`config.mk`:
```
export PLATFORM = sky130hd
export DESIGN_NAME = lpjm_ctrl
export DESIGN_NICKNAME = d
export VERILOG_FILES = /design/src/sv/lpjm_pkg.sv /design/src/sv/lpjm_ctrl.sv
export SDC_FILE = /design/constraint.sdc
export NUM_CORES = 1
export LEC_CHECK = 0
export BUFFER_PORTS_ARGS = -buffer_cell sky130_fd_sc_hd__clkbuf_2
export CAP_MARGIN = 10
export CORE_AREA = 2 2 39 41
export DETAILED_ROUTE_END_ITERATION = 8
export DIE_AREA = 0 0 41 43
export PLACE_DENSITY = 0.76
export SYNTH_ARGS = -nofsm -noshare
export SYNTH_HDL_FRONTEND = slang
export SYNTH_SLANG_ARGS = --single-unit
```
`constraint.sdc`:
```
create_clock -name aclk -period 2.6 [get_ports aclk]
set_input_delay 0.39 -clock aclk [delete_from_list [all_inputs] [get_ports aclk]]
set_output_delay 0.39 -clock aclk [all_outputs]
set_load 0.02 [all_outputs]
```
`src/sv/lpjm_pkg.sv`:
```
// lpjm_pkg: shared constants, types and helpers of the loop period jitter monitor
// used by lpjm_ctrl, lpjm_dp and loop_period_jitter_monitor; no dependencies
package lpjm_pkg;

    localparam int WINDOW_DEF = 128;
    localparam int WINDOW_MAX = 1024;
    localparam int TS_W       = 48;
    localparam int TGT_W      = 24;
    localparam int THR_W      = 8;
    localparam int CNT_W      = 32;
    localparam int WS_W       = 8;
    localparam int CFG_IDX_W  = 1;
    localparam int RES_W      = 432;
    localparam int RANK_W     = $clog2(WINDOW_MAX + 1);

    localparam logic [TGT_W-1:0] TGT_RST = TGT_W'(1000);
    localparam logic [THR_W-1:0] THR_RST = THR_W'(5);

    localparam logic [CFG_IDX_W-1:0] CFG_TARGET = CFG_IDX_W'(0);
    localparam logic [CFG_IDX_W-1:0] CFG_THRESH = CFG_IDX_W'(1);

    localparam logic [6:0] PCT_50 = 7'd50;
    localparam logic [6:0] PCT_95 = 7'd95;
    localparam logic [6:0] PCT_99 = 7'd99;

    // reciprocal of 100 scaled by 2^24, exact for products below 2^17
    localparam int RECIP_SH = 24;
    localparam logic [17:0] RECIP_100 = 18'd167773;

    typedef struct packed {
        logic accept;
        logic meas;
        logic div_step;
        logic upd;
        logic rank;
        logic pass_step;
        logic swap;
        logic fin;
    } ctrl_cmd_t;

    typedef struct packed {
        logic valid;
        logic overrun;
        logic div_done;
        logic pass_done;
    } dp_sts_t;

    // ceil(pct * n / 100) through a reciprocal multiply
    function automatic logic [RANK_W-1:0] rank_of(input logic [RANK_W-1:0] n,
                                                  input logic [6:0] pct);
        logic [17:0] x;
        logic [35:0] prod;
        x    = 18'(pct) * 18'(n) + 18'd99;
        prod = x * RECIP_100;
        return RANK_W'(prod >> RECIP_SH);
    endfunction

endpackage

```
`src/sv/lpjm_ctrl.sv`:
```
// lpjm_ctrl: sequencing state machine of the jitter monitor
// depends on lpjm_pkg; drives lpjm_dp through ctrl_cmd_t and reads dp_sts_t
module lpjm_ctrl (
    input  logic               aclk,
    input  logic               aresetn,
    input  logic               s_tvalid,
    output logic               s_tready,
    output logic               m_tvalid,
    input  logic               m_tready,
    input  lpjm_pkg::dp_sts_t  sts,
    output lpjm_pkg::ctrl_cmd_t cmd
);

    typedef enum logic [6:0] {
        ST_IDLE = 7'b0000001,
        ST_MEAS = 7'b0000010,
        ST_DIV  = 7'b0000100,
        ST_UPD  = 7'b0001000,
        ST_RANK = 7'b0010000,
        ST_PASS = 7'b0100000,
        ST_FIN  = 7'b1000000
    } state_t;

    state_t state_reg, state_next;
    logic   out_vld_reg, out_vld_next;

    assign s_tready = (state_reg == ST_IDLE);
    assign m_tvalid = out_vld_reg;

    // next state and commands
    always_comb begin
        state_next = state_reg;
        cmd        = '0;
        unique case (state_reg)
            ST_IDLE: begin
                if (s_tvalid) begin
                    cmd.accept = 1'b1;
                    state_next = ST_MEAS;
                end
            end
            ST_MEAS: begin
                cmd.meas   = 1'b1;
                state_next = ST_DIV;
            end
            ST_DIV: begin
                if (!sts.valid) begin
                    state_next = ST_FIN;
                end else if (!sts.overrun || sts.div_done) begin
                    state_next = ST_UPD;
                end else begin
                    cmd.div_step = 1'b1;
                end
            end
            ST_UPD: begin
                cmd.upd    = 1'b1;
                state_next = ST_RANK;
            end
            ST_RANK: begin
                cmd.rank   = 1'b1;
                state_next = ST_PASS;
            end
            ST_PASS: begin
                if (sts.pass_done) begin
                    cmd.swap   = 1'b1;
                    state_next = ST_FIN;
                end else begin
                    cmd.pass_step = 1'b1;
                end
            end
            ST_FIN: begin
                if (!out_vld_reg || m_tready) begin
                    cmd.fin    = 1'b1;
                    state_next = ST_IDLE;
                end
            end
            default: state_next = ST_IDLE;
        endcase
    end

    // output register occupancy
    always_comb begin
        out_vld_next = out_vld_reg;
        if (cmd.fin) begin
            out_vld_next = 1'b1;
        end else if (m_tready) begin
            out_vld_next = 1'b0;
        end
    end

    always_ff @(posedge aclk) begin
        if (!aresetn) begin
            state_reg   <= ST_IDLE;
            out_vld_reg <= 1'b0;
        end else begin
            state_reg   <= state_next;
            out_vld_reg <= out_vld_next;
        end
    end

    a_accept_meas: assert property (@(posedge aclk) disable iff (!aresetn)
        (s_tvalid && s_tready) |=> (state_reg == ST_MEAS))
        else $error("accepted item did not start measurement");

    a_pass_fin: assert property (@(posedge aclk) disable iff (!aresetn)
        cmd.swap |=> (state_reg == ST_FIN))
        else $error("merge pass did not end in result stage");

    a_no_div: assert property (@(posedge aclk) disable iff (!aresetn)
        (state_reg == ST_DIV && sts.valid && !sts.overrun) |=> (state_reg == ST_UPD))
        else $error("divider ran without overrun");

    a_fin_load: assert property (@(posedge aclk) disable iff (!aresetn)
        cmd.fin |=> m_tvalid)
        else $error("result not presented after load");

endmodule

```
==> impl_metrics.ini, run 1 <==
[global_routing]
grt_pass1_wl_um = 1830
antenna_found_initial = 0
gr-total-overflow = 0
grt_max_degree = 10
grt_pass1_vias = 435
grt_usage_pct = 15.8

[routing]
remaining_drc_errors = 0
drtIter0Drc = 17
via_count = 514
route.met2.wl_um = 586
routed-wl-met3_um = 65
wl_per_cell_um = 13.0
wl_um = 1210
via_per_inst = 5.53
ant_nets = 0
drtPass1Iterations = 4
highest_layer = met4
m1WireLength_um = 517

[logic_synthesis]
netlist_area_um2 = 554
synth_cells = 61
synth_edf_count = 0
syn-num-nets = 69
yosys_warnings = 0
syn_area_per_cell_um2 = 9.09
ys_seq_area_share_pct = 28.9
yosysUniqueCellTypes = 31
async_reset_ff_share_pct = 0
ys_ff_latch = 8
synthFlopType = dfxtp_1

[critical_path]
slowest_stage = dfxtp_1
critPathCaptureType = output pin
cp_max_fo = 7
arrival_ns = 1.57
cp-start-kind = register
required_ns = 2.21
critPathKind = reg -> out
worstPathCellList = nor3_4 > nand2_4 > nor3_2 > and2_1 > clkbuf_2
critPathBufInv = 1
crit_family = simple AND/OR/NAND/NOR gates
slowest_delay_ns = 0.37
rrSetupSlack_ns = 1.20

[sta]
slew_headroom_pct = 70.1
finalHoldWorstSlack_ns = 0.389
hold_viol = 0
rsz0062_at_grt = no
final.min_clock_period_ns = 1.96
skew_ns = 0.00511
clock.fmax_mhz = 509
post-route-period-util_pct = 75.5
tightest_slew_ns = 0.448
setup_viol_count_final = 0
tns_ns = 0
maxSlewViolCount = 0

[layout]
fin_nets = 87
drive_gt1_share_pct = 41.6
syn_to_final_growth_pct = 19.0
diodes = 0
largest_reg_flops = 7
final_common_cell = clkbuf_2
final_util_pct = 47.6
fin_area_um2 = 659
mostFrequentLayoutCells = clkbuf_2 (17), dfxtp_1 (8), nand3_1 (4), nor2_1 (4)

[placement]
placed_area_um2 = 637
place.detailed.hpwl_um = 943
routabilityCongestion = 0.898
portBuffers = 17

[run_status]
status = finished, final reports clean

[power_and_ir_drop]
p_total_mw = 0.306
vdd_drop_max_mv = 0.199
p_leak_nw = 0.300
p_per_area_nw_per_um2 = 465

[cts]
hold_buffers = 0
cts_buffers = 3
worstSkewPairLatency_ns = 0.26
cts.clk_slew.worst_paths_ns = 0.06
numClockSinks = 8
cts_tree = yes
h-tree-depth = 1
ctsResizeCount = 0
clk_path_buf_depth = 2
post_cts_buffers = 0
cts_root_buffer = clkbuf_4

[floorplanning]
die_h_um = 43
start_util_pct = 40.1
ios = 18
die_x_um = 41
rows = 14
core_um2 = 1380
dieArea_um2 = 1760

[hold_path]
hold_path_class = in -> reg

[run]
drv_cap = 0
## power by group
part / total (mW) / internal (mW) / switching [mW] / leakage, nW
Sequential: 0.140 / 0.127 / 0.0130 / 0.0649
Combinational: 0.0662 / 0.0304 / 0.0358 / 0.221
Clock: 0.100 / 0.0531 / 0.0470 / 0.0138
Total: 0.306 / 0.211 / 0.0958 / 0.300
## kinds of logic after synthesis
| logic type | share of synthesized area, % |
|---|---|
| AND/OR/NAND/NOR | 45.6 |
| AO/OA/AOI/OAI | 17.2 |
| flip-flops | 28.9 |
| buffers and inverters | 6.77 |
| XOR/XNOR | 1.58 |
## through the flow
stage | setup WS [ns] | cells
floorplan | 0.830 | 61
global placement | 0.939 | 90
detailed placement | 0.918 | 90
CTS | 0.638 | 93
global route | 0.509 | 93
finish | 0.636 | 93
## Yosys cell counts (2+ instances only)
cell	instances	share of area, %
buf_2	3	2.7
o21a_1	2	2.7
a31oi_1	2	2.3
nor3b_2	2	4.5
nor3_2	3	5.4
and3_1	2	2.3
o21ai_0	2	1.8
nor3_1	2	1.8
dfxtp_1	8	29
nand3_1	4	3.6
nand4_1	2	2.3
nor2_1	4	2.7
nor2b_1	3	3.4
nor3b_1	2	2.7
inv_1	3	2.0
o211ai_1	2	2.7
## layout make-up
cell class | instances | area (um^2)
tap | 16 | 20.0
clock buffer | 3 | 22.5
fill | 132 | 724
multi-input combinational | 45 | 357
sequential | 8 | 160
inverter | 4 | 15.0
timing repair buffer | 17 | 85.1
## worst register-to-register path, stage by stage, from the launching register on
cell,delay [ns]
dfxtp_1,0.37
nor3_4,0.37
nand4b_1,0.25
nand3_1,0.20
o21bai_1,0.09
## routing by layer
| metal | track usage [%] | vias to the layer above |
|---|---|---|
| met5 | 0 | - |
| met4 | 11.3 | 0 |
| met3 | 3.66 | 7 |
| met1 | 18.5 | 234 |
| met2 | 23.8 | 19 |
| li1 | - | 254 |
## worst paths after layout
path / start / cells past startpoint / end
hold reg to reg: state_reg[6] / 2 / state_reg[6]
setup reg to reg: state_reg[2] / 4 / state_reg[0]
setup / recovery: state_reg[2] / 5 / cmd[7]
hold / removal: sts[3] / 3 / state_reg[3]
Power figures use the tool's default switching activity.
==> run 2: changes to the inputs <==
CORE_AREA = not set   (was 2 2 39 41)
CORE_UTILIZATION = 42   (was not set)
DIE_AREA = not set   (was 0 0 41 43)
PLACE_DENSITY = 0.79   (was 0.76)
clock period = 1.74 ns   (was 2.6 ns; I/O delays follow)
==> run 2 against run 1 <==
- cell area rose by 11%
- routed wire length grew 10%
- count of clock-buffer cells in the layout is the same
- largest cell class unchanged
- critical path type unchanged
- critical endpoint unchanged
==> impl_metrics.ini, run 2 (same netlist as run 1, synthesis figures left out) <==
[power_and_ir_drop]
p_leak_nw = 0.336
p_per_area_nw_per_um2 = 651
vdd_drop_max_mv = 0.493
p_total_mw = 0.475

[critical_path]
rrSetupSlack_ns = 0.24
slowest_stage = dfxtp_2
cp-start-kind = register
worstReg2RegStart = state_reg[1]
r2r-end = state_reg[0]
critPathBufInv = 1
path_common_cell = nor3_4
critPathKind = reg -> out
reg2reg_depth = 6
required_ns = 1.48
crit_family = simple AND/OR/NAND/NOR gates
worstPathCellList = nor3_4 > nand2_4 > nor3_4 > and2_1 > buf_4
cp_max_fo = 5
slowest_delay_ns = 0.35
arrival_ns = 1.44
critPathCaptureType = output pin

[layout]
instances_no_fill = 96
mostFrequentLayoutCells = clkbuf_2 (13), buf_4 (8), nand3_1 (4), nor2_1 (4), dfxtp_2 (4)
largest_reg_flops = 7
final_common_cell = clkbuf_2
syn_to_final_growth_pct = 31.6
fin_nets = 92
diodes = 0
drive_gt1_share_pct = 51.2

[global_routing]
antenna_found_initial = 0
gr-total-overflow = 0
grt_pass1_wl_um = 1900
grt_max_degree = 10
grt_pass1_vias = 449
grt_usage_pct = 20.1

[sta]
hold_viol = 0
rsz0062_at_grt = yes
tightest_slew_ns = 0.374
clock.fmax_mhz = 589
final.min_clock_period_ns = 1.70
skew_ns = 0.0136
setup_viol_count_final = 0
post-route-period-util_pct = 97.6
maxSlewViolCount = 0
slew_headroom_pct = 75.0

[placement]
routabilityCongestion = 0.867
post-place-cells = 88
portBuffers = 17
place.detailed.hpwl_um = 882

[run]
drv_cap = 0

[routing]
wl_um = 1330
via_count = 547
remaining_drc_errors = 0
via_per_inst = 5.70
drtIter0Drc = 12
ant_nets = 0
wl_per_cell_um = 13.9
drtPass1Iterations = 4

[cts]
worstSkewPairLatency_ns = 0.27
numClockSinks = 8
h-tree-depth = 1
cts_tree = yes
clk_path_buf_depth = 2
cts_root_buffer = clkbuf_4
cts.clk_slew.worst_paths_ns = 0.05
cts_buffers = 3

[run_status]
status = finished, final reports clean

[floorplanning]
start_util_pct = 47.3
die_h_um = 38.3
die_x_um = 38.3
rows = 12
ios = 18
core_um2 = 1170
dieArea_um2 = 1470

[hold_path]
holdPathStages = 3
hold_end = state_reg[3]
hold_path_class = in -> reg
min-delay-start = sts[3]
run 2: changes by cell type in the layout (fill, tap and decap cells not counted):
| cell | delta |
|---|---|
| nor3_4 | +2 |
| dfxtp_1 | -5 |
| nor3_2 | -2 |
| buf_4 | +8 |
| dfxtp_2 | +4 |
| buf_6 | +1 |
| clkbuf_2 | -4 |
| dfxtp_4 | +1 |
run 2: routing by layer:
layer	track usage [%]	vias up	wire length [um]
met5	0	-	0
met4	10.7	0	31
met3	8.72	6	52
met2	31.8	12	693
met1	22.3	264	556
li1	-	265	-
run 2: cell type report:
class	count	area, um^2
tap	14	17.5
clock buffer	3	22.5
fill	105	442
inverter	4	15.0
multi-input combinational	45	369
sequential	8	169
timing repair buffer	22	136
run 2: how the worst max path moves through the flow:
stage	startpoint	end	slack, ns	cells past startpoint
2_1_floorplan	state_reg[2]	cmd[7]	0.1	4
3_3_place_gp	state_reg[2]	cmd[7]	0.22	5
3_5_place_dp	state_reg[2]	cmd[7]	0.19	5
4_1_cts	state_reg[4]	cmd[7]	-0.001	5
5_1_grt	state_reg[3]	cmd[7]	-0.04	5
6_report	state_reg[3]	cmd[7]	0.04	5
run 2: worst register-to-register path: stages (launching register included):
cell	delay [ns]
dfxtp_4	0.40
nor4_4	0.33
nand4_1	0.18
buf_4	0.17
buf_4	0.12
nand3_1	0.10
o21bai_1	0.08
run 2: per-stage QoR:
stage               instance area (um^2)  setup TNS, ns  utilization (%)  hold slack (ns)  worst slack [ns]
floorplan                            554              0                -            0.379            0.0989
global placement                     634              0             54.2            0.542             0.219
detailed placement                   634              0             54.2            0.535             0.194
CTS                                  682       -0.00145             58.2            0.249          -0.00145
global route                         729        -0.0704             62.3            0.283           -0.0359
finish                               729              0             62.3            0.265            0.0417
run 2: power by group:
group	total [mW]	switching [mW]	internal (mW)
clock network	0.150	0.0708	0.0794
registers	0.214	0.0228	0.191
logic	0.111	0.0564	0.0544
total	0.475	0.150	0.325
run 2: what timing repair did:
item	CTS	global route
gates resized for setup	4	13
buffers inserted	2	3
hold buffers	0	0
endpoints found under the setup margin	4	6
pin swaps	2	7
